<file path="config.mk">
export PLATFORM = sky130hd
export DESIGN_NAME = obj_face_line_triangulator
export DESIGN_NICKNAME = d
export VERILOG_FILES = /design/src/rtl/oflt_pkg.sv /design/src/rtl/oflt_front.sv /design/src/rtl/oflt_vtx_queue.sv /design/src/rtl/oflt_back.sv /design/src/rtl/obj_face_line_triangulator.sv
export SDC_FILE = /design/constraint.sdc
export NUM_CORES = 1
export LEC_CHECK = 0
export BUFFER_PORTS_ARGS = -buffer_cell sky130_fd_sc_hd__buf_2
export CAP_MARGIN = 25
export CORE_MARGIN = 1.5
export CORE_UTILIZATION = 35
export CTS_CLUSTER_DIAMETER = 150
export DETAILED_ROUTE_END_ITERATION = 7
export GPL_TIMING_DRIVEN = 1
export PLACE_DENSITY_LB_ADDON = 0.1
export SKIP_LAST_GASP = 1
export SLEW_MARGIN = 20
export SYNTH_ARGS = -nofsm -noshare
export SYNTH_HDL_FRONTEND = slang
export SYNTH_SLANG_ARGS = --single-unit
</file>
<file path="constraint.sdc">
create_clock -name clk -period 37.2 [get_ports clk]
set_input_delay 3.72 -clock clk [delete_from_list [all_inputs] [get_ports clk]]
set_output_delay 3.72 -clock clk [all_outputs]
set_load 0.02 [all_outputs]
</file>
<file path="src/rtl/oflt_pkg.sv">
// Shared types and constants for the face line triangulator.
package oflt_pkg;

  localparam int TriIndexBits = 24;
  localparam int IdxW         = 32;
  localparam int QAddrW       = 2;
  localparam int QDepth       = 1 << QAddrW;

  // Place of a finished vertex within its face.
  localparam logic [1:0] ORD_FIRST  = 2'd0;
  localparam logic [1:0] ORD_SECOND = 2'd1;
  localparam logic [1:0] ORD_LATER  = 2'd2;

  typedef struct packed {
    logic [IdxW-1:0] pos;
    logic [IdxW-1:0] tex;
    logic [IdxW-1:0] nrm;
    logic [1:0]      ord;
  } vtx_t;

  typedef struct packed {
    logic full;
    logic empty;
  } q_stat_t;

endpackage

</file>
<file path="src/rtl/oflt_front.sv">
// Byte parser: classifies lines, accumulates decimal fields, emits finished vertices.
module oflt_front (
  input  logic                clk,
  input  logic                rst_n,
  input  logic                byte_take,
  input  logic [7:0]          byte_in,
  output logic                push,
  output oflt_pkg::vtx_t      push_vtx
);

  localparam logic [1:0] MODE_START = 2'd0;
  localparam logic [1:0] MODE_FACE  = 2'd1;
  localparam logic [1:0] MODE_SKIP  = 2'd2;

  localparam logic [7:0] CH_NL    = 8'h0a;
  localparam logic [7:0] CH_SPACE = 8'h20;
  localparam logic [7:0] CH_PLUS  = 8'h2b;
  localparam logic [7:0] CH_MINUS = 8'h2d;
  localparam logic [7:0] CH_SLASH = 8'h2f;
  localparam logic [7:0] CH_ZERO  = 8'h30;
  localparam logic [7:0] CH_NINE  = 8'h39;
  localparam logic [7:0] CH_F     = 8'h66;

  localparam int W = oflt_pkg::IdxW;

  logic [1:0]   mode_r, mode_nxt;
  logic [1:0]   slot_r, slot_nxt;
  logic [W-1:0] acc_r, acc_nxt;
  logic         neg_r, neg_nxt;
  logic         seen_r, seen_nxt;
  logic [1:0]   ord_r, ord_nxt;
  logic         open_r, open_nxt;
  logic [W-1:0] cur_r [3];
  logic [W-1:0] cur_nxt [3];

  logic [W-1:0] fld_val;
  logic [W-1:0] fin [3];
  logic [7:0]   dig;
  logic         is_digit;
  logic         finish;

  assign fld_val  = neg_r ? (W'(0) - acc_r) : acc_r;
  assign dig      = byte_in - CH_ZERO;
  assign is_digit = (byte_in >= CH_ZERO) && (byte_in <= CH_NINE);

  always_comb begin
    for (int i = 0; i < 3; i++) begin
      fin[i] = (slot_r == 2'(i)) ? fld_val : cur_r[i];
    end
  end

  always_comb begin
    mode_nxt = mode_r;
    slot_nxt = slot_r;
    acc_nxt  = acc_r;
    neg_nxt  = neg_r;
    seen_nxt = seen_r;
    ord_nxt  = ord_r;
    open_nxt = open_r;
    for (int i = 0; i < 3; i++) begin
      cur_nxt[i] = cur_r[i];
    end
    finish = 1'b0;

    if (byte_take) begin
      if (byte_in == CH_NL) begin
        finish   = (mode_r == MODE_FACE) && open_r;
        mode_nxt = MODE_START;
        slot_nxt = 2'd0;
        acc_nxt  = '0;
        neg_nxt  = 1'b0;
        seen_nxt = 1'b0;
        ord_nxt  = oflt_pkg::ORD_FIRST;
        open_nxt = 1'b0;
        for (int i = 0; i < 3; i++) begin
          cur_nxt[i] = '0;
        end
      end else begin
        unique case (mode_r)
          MODE_START: begin
            mode_nxt = (byte_in == CH_F) ? MODE_FACE : MODE_SKIP;
          end
          MODE_FACE: begin
            if (byte_in == CH_SPACE) begin
              if (open_r) begin
                finish   = 1'b1;
                slot_nxt = 2'd0;
                acc_nxt  = '0;
                neg_nxt  = 1'b0;
                seen_nxt = 1'b0;
                open_nxt = 1'b0;
                ord_nxt  = (ord_r == oflt_pkg::ORD_FIRST) ? oflt_pkg::ORD_SECOND
                                                          : oflt_pkg::ORD_LATER;
                for (int i = 0; i < 3; i++) begin
                  cur_nxt[i] = '0;
                end
              end
            end else if (is_digit) begin
              acc_nxt  = (acc_r << 3) + (acc_r << 1) + W'(dig[3:0]);
              seen_nxt = 1'b1;
              open_nxt = 1'b1;
            end else if (byte_in == CH_MINUS || byte_in == CH_PLUS) begin
              if (!seen_r && byte_in == CH_MINUS) begin
                neg_nxt = 1'b1;
              end
              open_nxt = 1'b1;
            end else if (byte_in == CH_SLASH) begin
              if (slot_r < 2'd2) begin
                cur_nxt[slot_r] = fld_val;
                acc_nxt  = '0;
                neg_nxt  = 1'b0;
                seen_nxt = 1'b0;
                slot_nxt = slot_r + 2'd1;
              end
              open_nxt = 1'b1;
            end
          end
          default: begin
            mode_nxt = mode_r;
          end
        endcase
      end
    end
  end

  assign push         = finish;
  assign push_vtx.pos = fin[0];
  assign push_vtx.tex = fin[1];
  assign push_vtx.nrm = fin[2];
  assign push_vtx.ord = ord_r;

  always_ff @(posedge clk) begin
    if (!rst_n) begin
      mode_r <= MODE_START;
      slot_r <= 2'd0;
      acc_r  <= '0;
      neg_r  <= 1'b0;
      seen_r <= 1'b0;
      ord_r  <= oflt_pkg::ORD_FIRST;
      open_r <= 1'b0;
      for (int i = 0; i < 3; i++) begin
        cur_r[i] <= '0;
      end
    end else begin
      mode_r <= mode_nxt;
      slot_r <= slot_nxt;
      acc_r  <= acc_nxt;
      neg_r  <= neg_nxt;
      seen_r <= seen_nxt;
      ord_r  <= ord_nxt;
      open_r <= open_nxt;
      for (int i = 0; i < 3; i++) begin
        cur_r[i] <= cur_nxt[i];
      end
    end
  end

endmodule

</file>
<file path="src/rtl/oflt_vtx_queue.sv">
// Small FIFO of finished vertices between the parser and the triangle stage.
module oflt_vtx_queue (
  input  logic                clk,
  input  logic                rst_n,
  input  logic                push,
  input  oflt_pkg::vtx_t      push_vtx,
  input  logic                pop,
  output oflt_pkg::vtx_t      head,
  output oflt_pkg::q_stat_t   stat
);

  localparam int AW = oflt_pkg::QAddrW;

  oflt_pkg::vtx_t mem [oflt_pkg::QDepth];
  logic [AW-1:0]  wr_ptr_r, rd_ptr_r;
  logic [AW:0]    count_r, count_nxt;

  always_comb begin
    count_nxt = count_r;
    if (push && !pop) begin
      count_nxt = count_r + 1'b1;
    end else if (pop && !push) begin
      count_nxt = count_r - 1'b1;
    end
  end

  always_ff @(posedge clk) begin
    if (push) begin
      mem[wr_ptr_r] <= push_vtx;
    end
  end

  always_ff @(posedge clk) begin
    if (!rst_n) begin
      wr_ptr_r <= '0;
      rd_ptr_r <= '0;
      count_r  <= '0;
    end else begin
      if (push) begin
        wr_ptr_r <= wr_ptr_r + 1'b1;
      end
      if (pop) begin
        rd_ptr_r <= rd_ptr_r + 1'b1;
      end
      count_r <= count_nxt;
    end
  end

  assign head       = mem[rd_ptr_r];
  assign stat.full  = (count_r == (AW+1)'(oflt_pkg::QDepth));
  assign stat.empty = (count_r == '0);

`ifndef SYNTHESIS
  a_no_push_full: assert property (@(posedge clk) disable iff (!rst_n)
    stat.full |-> !push) else $error("vertex pushed into full queue");
  a_no_pop_empty: assert property (@(posedge clk) disable iff (!rst_n)
    stat.empty |-> !pop) else $error("vertex popped from empty queue");
  a_count_bound: assert property (@(posedge clk) disable iff (!rst_n)
    count_r <= (AW+1)'(oflt_pkg::QDepth)) else $error("queue count beyond depth");
`endif

endmodule

</file>
<file path="src/rtl/oflt_back.sv">
// Triangle stage: tracks first and previous vertex, builds fan triangles into the output register.
module oflt_back (
  input  logic                      clk,
  input  logic                      rst_n,
  input  oflt_pkg::vtx_t            head,
  input  oflt_pkg::q_stat_t         stat,
  output logic                      pop,
  output logic                      out_valid,
  input  logic                      out_stall,
  output logic [23:0]               out_tri_index,
  output logic signed [31:0]        out_pos_a,
  output logic signed [31:0]        out_pos_b,
  output logic signed [31:0]        out_pos_c,
  output logic signed [31:0]        out_tex_a,
  output logic signed [31:0]        out_tex_b,
  output logic signed [31:0]        out_tex_c,
  output logic signed [31:0]        out_nrm_a,
  output logic signed [31:0]        out_nrm_b,
  output logic signed [31:0]        out_nrm_c
);

  localparam int W = oflt_pkg::IdxW;

  logic [W-1:0]                      cur [3];
  logic [W-1:0]                      first_r [3];
  logic [W-1:0]                      prev_r [3];
  logic [W-1:0]                      oa_r [3];
  logic [W-1:0]                      ob_r [3];
  logic [W-1:0]                      oc_r [3];
  logic [oflt_pkg::TriIndexBits-1:0] cnt_r;
  logic [23:0]                       tri_r;
  logic                              out_valid_r, out_valid_nxt;
  logic                              emit;

  assign cur[0] = head.pos - W'(1);
  assign cur[1] = head.tex - W'(1);
  assign cur[2] = head.nrm - W'(1);

  assign pop  = !stat.empty && !(out_valid_r && out_stall);
  assign emit = pop && (head.ord == oflt_pkg::ORD_LATER);

  always_comb begin
    out_valid_nxt = out_valid_r;
    if (emit) begin
      out_valid_nxt = 1'b1;
    end else if (!out_stall) begin
      out_valid_nxt = 1'b0;
    end
  end

  always_ff @(posedge clk) begin
    if (pop) begin
      for (int i = 0; i < 3; i++) begin
        prev_r[i] <= cur[i];
      end
      if (head.ord == oflt_pkg::ORD_FIRST) begin
        for (int i = 0; i < 3; i++) begin
          first_r[i] <= cur[i];
        end
      end
    end
    if (emit) begin
      tri_r <= 24'(cnt_r);
      for (int i = 0; i < 3; i++) begin
        oa_r[i] <= first_r[i];
        ob_r[i] <= prev_r[i];
        oc_r[i] <= cur[i];
      end
    end
  end

  always_ff @(posedge clk) begin
    if (!rst_n) begin
      out_valid_r <= 1'b0;
      cnt_r       <= '0;
    end else begin
      out_valid_r <= out_valid_nxt;
      if (emit) begin
        cnt_r <= cnt_r + 1'b1;
      end
    end
  end

  assign out_valid     = out_valid_r;
  assign out_tri_index = tri_r;
  assign out_pos_a     = oa_r[0];
  assign out_pos_b     = ob_r[0];
  assign out_pos_c     = oc_r[0];
  assign out_tex_a     = oa_r[1];
  assign out_tex_b     = ob_r[1];
  assign out_tex_c     = oc_r[1];
  assign out_nrm_a     = oa_r[2];
  assign out_nrm_b     = ob_r[2];
  assign out_nrm_c     = oc_r[2];

`ifndef SYNTHESIS
  a_emit_shows: assert property (@(posedge clk) disable iff (!rst_n)
    emit |=> out_valid_r) else $error("triangle not presented after emit");
  a_hold_no_pop: assert property (@(posedge clk) disable iff (!rst_n)
    out_valid_r && out_stall |-> !pop) else $error("vertex taken while output held");
  a_cnt_step: assert property (@(posedge clk) disable iff (!rst_n)
    emit |=> cnt_r == $past(cnt_r) + 1'b1) else $error("triangle counter did not advance");
  a_cnt_quiet: assert property (@(posedge clk) disable iff (!rst_n)
    !emit |=> cnt_r == $past(cnt_r)) else $error("triangle counter moved without emit");
`endif

endmodule

</file>
<file path="src/rtl/obj_face_line_triangulator.sv">
// Top level of the OBJ face line parser with fan triangulation.
// Usage:
//   Input channel (in_valid, in_stall, in_char_in) takes one byte of OBJ text
//   per item. Lines starting with 'f' are parsed as faces; others are skipped.
//   Output channel (out_valid, out_stall, out_* fields) gives one triangle per
//   item: slot number plus position, texture and normal indices (zero based,
//   -1 when a field is absent) of the fan's first, previous and current vertex.
// Throughput: one byte per cycle while in_stall is low. The parser, a
//   four-entry vertex queue and the triangle register form three decoupled
//   steps, so bytes keep flowing while a finished triangle waits.
// Path: a vertex's closing space or newline pushes it into the queue; the
//   triangle stage pops it and, for third and later vertices, loads out_*.
// Stall: while out_stall holds a triangle, vertices collect in the queue; when
//   it fills, in_stall rises until the triangle is taken.
// Reset: rst_n low for one cycle clears all control state and the triangle
//   counter; no clearing pass follows, the block takes bytes right away.
module obj_face_line_triangulator (
  input  logic               clk,
  input  logic               rst_n,
  input  logic               in_valid,
  output logic               in_stall,
  input  logic [7:0]         in_char_in,
  output logic               out_valid,
  input  logic               out_stall,
  output logic [23:0]        out_tri_index,
  output logic signed [31:0] out_pos_a,
  output logic signed [31:0] out_pos_b,
  output logic signed [31:0] out_pos_c,
  output logic signed [31:0] out_tex_a,
  output logic signed [31:0] out_tex_b,
  output logic signed [31:0] out_tex_c,
  output logic signed [31:0] out_nrm_a,
  output logic signed [31:0] out_nrm_b,
  output logic signed [31:0] out_nrm_c
);

  oflt_pkg::vtx_t    push_vtx;
  oflt_pkg::vtx_t    head;
  oflt_pkg::q_stat_t stat;
  logic              push;
  logic              pop;
  logic              byte_take;

  assign in_stall  = stat.full;
  assign byte_take = in_valid && !stat.full;

  oflt_front u_front (
    .clk       (clk),
    .rst_n     (rst_n),
    .byte_take (byte_take),
    .byte_in   (in_char_in),
    .push      (push),
    .push_vtx  (push_vtx)
  );

  oflt_vtx_queue u_queue (
    .clk      (clk),
    .rst_n    (rst_n),
    .push     (push),
    .push_vtx (push_vtx),
    .pop      (pop),
    .head     (head),
    .stat     (stat)
  );

  oflt_back u_back (
    .clk           (clk),
    .rst_n         (rst_n),
    .head          (head),
    .stat          (stat),
    .pop           (pop),
    .out_valid     (out_valid),
    .out_stall     (out_stall),
    .out_tri_index (out_tri_index),
    .out_pos_a     (out_pos_a),
    .out_pos_b     (out_pos_b),
    .out_pos_c     (out_pos_c),
    .out_tex_a     (out_tex_a),
    .out_tex_b     (out_tex_b),
    .out_tex_c     (out_tex_c),
    .out_nrm_a     (out_nrm_a),
    .out_nrm_b     (out_nrm_b),
    .out_nrm_c     (out_nrm_c)
  );

endmodule

</file>
==> run summary <==
Status: finished clean
Req. time, crit path: 37500 ps
Place WS: 29280 ps
Total power: 0.003177 W
GR Overflow Total: 0
Die ar.: 0.1198 mm²
First-pass GRT wire length: 143.0 mm
Setup crit start: out_stall
Largest area contributor in the synthesized netlist: edfxtp_1
Syn avg cell area: 16.49 µm²
Total CTS buffers: 116
Worst EP arrival: 7430 ps
Hold_ws: 406.6 ps
DR WL/cell: 21.00 µm
CP max FO: 78
Combinational fraction of design power: 0.151
Post-synth top flop: edfxtp_1
NumNets Final: 2960
Drt total wl: 94.58 mm
# Post-CTS Setup Buffers: 0
Pin count of the biggest net entering global routing: 90
Root Driver: clkbuf_16
Worst-Margin Slew: 1080 ps
Flops & latches, synth: 1067
Post-synthesis simple-gate area fraction: 0.07606
NetSw: 0.0008471 W
Final period utilization: 0.1917
# port buffers: 325
Worst slew margin: 0.2775
Clock period minus worst slack: 7131 ps
CP cell instances: buf_2 -> a211oi_1 -> and2_4 -> buf_4 -> buf_4 -> buf_4
Mapped Nets: 2585
Worst Setup Start Kind: input port
Power Density: 65.21 mW/mm²
# setup viols final: 0
End of the worst register-to-register path: u_back.ob_r[0][30]
Max incr delay on CP: 880 ps
DP Wirelength: 61.80 mm
Ports: 326
Syn. warnings: 0
Clock group share of total power: 0.374
Setup crit end kind: flop
Main combinational cell family by area after synthesis: simple AND/OR/NAND/NOR gates
Starting Density: 0.3537
Register area share after synthesis: 0.7360
Post-route ant nets: 0
Crit path to: u_back.ob_r[0][30]
Initial DRT Pass Iterations: 5
Worst min path class: flop to flop
Async SR Flop Fraction: 0
H-tree depth: 3
R2R Setup Slk: 31950 ps
Post-synthesis adder-cell area fraction: 0.02301
CORE AREA: 0.1165 mm²
FP Rows: 125
Fmax achieved: 140.2 MHz
Detailed-route via count: 22150
CTS Buffer Depth: 3
Vias/cell: 4.918
Placer Congestion: 0.7337
Internal power: 0.002330 W
P&R area growth vs syn: 18.23%
Slowest CP cell: buf_4
Hold buffer count at CTS: 0
Post-synth top area share: 0.6529
Setup TNS: 0 ps
Clk_lat worst skew: 700 ps
Pleak: 16.76 nW
TritonCTS clock tree: yes
Sink Count: 1067
Area contributors post-synth: edfxtp_1 (65%), dfxtp_1 (8.3%), mux4_2 (4.9%)
Chip height: 346.1 µm
Switch share: 0.2666
Initial DRC Count: 1385
Crit path kind: input port to flop
Share of layout cells above drive strength 1: 0.2314
Mapped Cells: 2499
Most frequent cells in the layout: edfxtp_1 (896), buf_2 (324), dfxtp_1 (169), nor2_1 (155), a21oi_1 (122)
Post-synthesis mux area share: 0.05641
Final WS setup: 30070 ps
Crit path top cell by count: buf_4
Synth Area in Compound Gates: 0.05866
Final hold violation count: 0
Antenna violations before repair: 4
Yosys cell types: 81
RSZ-0062 raised after global routing: false
Vias in the first global route: 23030
Max rail drop VDD: 0.06218 mV
Die Width: 346.1 µm
Clock transition at path regs: 60 ps
Most common cell after layout, fill and taps aside: edfxtp_1
Sequential Power Share: 0.475
EDFF count, synth: 896
Post_cts resized: 0
Slew Viols, Final: 0
DRC Markers: 0
Post-Syn Area: 0.04121 mm²
Synth Area in XOR/XNOR: 0.03634
Clk_skew: 32.50 ps
R2R cell count: 6
Layout Utilization: 0.4182
Total track usage: 0.1562
Maximum Capacitance Violations: 0
-- power groups by stage --
stage	registers, W	logic (W)	clock network, W
after floorplan	0.00157	0.000331	0
after global placement	0.00153	0.000490	0
after detailed placement	0.00154	0.000501	0
after CTS	0.00151	0.000502	0.00122
after global routing	0.00152	0.000530	0.00127
final	0.00151	0.000480	0.00119
-- state kept, by name, summed over array words and instances (netlist names), 3 cells and up, named ones only --
| name | cells |
|---|---|
| u_queue.count_r | 3 |
| u_back.out_tri_index | 24 |
| u_back.prev_r | 96 |
| u_back.cnt_r | 24 |
| u_back.oc_r | 96 |
| u_back.ob_r | 96 |
| u_queue.mem | 392 |
| u_back.first_r | 96 |
| u_front.acc_r | 32 |
| u_back.oa_r | 96 |
| u_front.cur_r | 96 |
-- synthesized netlist by cell type (11+ instances only) --
library cell	count
a21o_1	22
a21oi_1	123
a22oi_1	31
and2_1	93
buf_2	11
clkbuf_1	76
dfxtp_1	171
edfxtp_1	896
ha_1	71
inv_1	29
mux4_2	89
nand2_1	98
nand2b_1	12
nand3_1	36
nand4_1	14
nor2_1	155
nor2b_1	51
nor3_1	24
o21ai_0	43
o2bb2ai_1	67
o31ai_1	13
or3_1	22
xnor2_1	85
xor2_1	86
-- routing by layer --
metal  global-route usage  vias to the layer above  wire (µm)
li1                     -                    10350          -
met1               0.2076                    11200      42560
met2               0.2614                      469      45780
met3              0.02390                      130       3860
met4              0.05232                        0       2377
met5                    0                        -          0
-- worst max-delay path: cells and delay by family --
family | cells | cell delay [ps]
buffers and inverters | 4 | 2550
and+or+nand+nor | 1 | 670
AOI/OAI and AO/OA | 1 | 270
-- metrics by stage --
step	std cells	cell area, µm²
after floorplan	2499	41210
after global placement	4274	44570
after detailed placement	4280	44700
after CTS	4502	48720
after global routing	4502	48720
final	4503	48720
-- logic make-up (layout without fill, tap and decap cells) --
group | Yosys count | count (layout)
AND/OR/NAND/NOR | 585 | 585
multiplexers | 106 | 106
flip-flops | 1067 | 1067
other | 0 | 1
AO/OA/AOI/OAI | 363 | 363
XOR/XNOR | 171 | 171
adder cells (fa/ha/maj) | 74 | 74
buffers and inverters | 133 | 612
-- layout make-up --
cell class,instances,area [µm²]
antenna,1,2.502
clock buffer,141,3108
clock inverter,81,915.9
fill,10410,67800
inverter,29,108.9
multi-input combinational,1299,10370
sequential,1067,30340
tap,1524,1907
timing repair buffer,361,1972
-- how the worst min path moves through the flow --
stage	startpoint	end	slack [ps]	depth (start not counted)
floorplan	u_back.first_r[0][0]	u_back.oa_r[0][0]	400	0
global placement	u_back.first_r[0][34]	u_back.oa_r[0][34]	400	0
detailed placement	u_back.first_r[0][27]	u_back.oa_r[0][27]	400	0
CTS	u_back.first_r[0][4]	u_back.oa_r[0][4]	410	0
global route	u_back.prev_r[0][55]	u_back.ob_r[0][55]	410	0
finish	u_back.prev_r[0][55]	u_back.ob_r[0][55]	410	0
(Power assumes the default switching activity.)
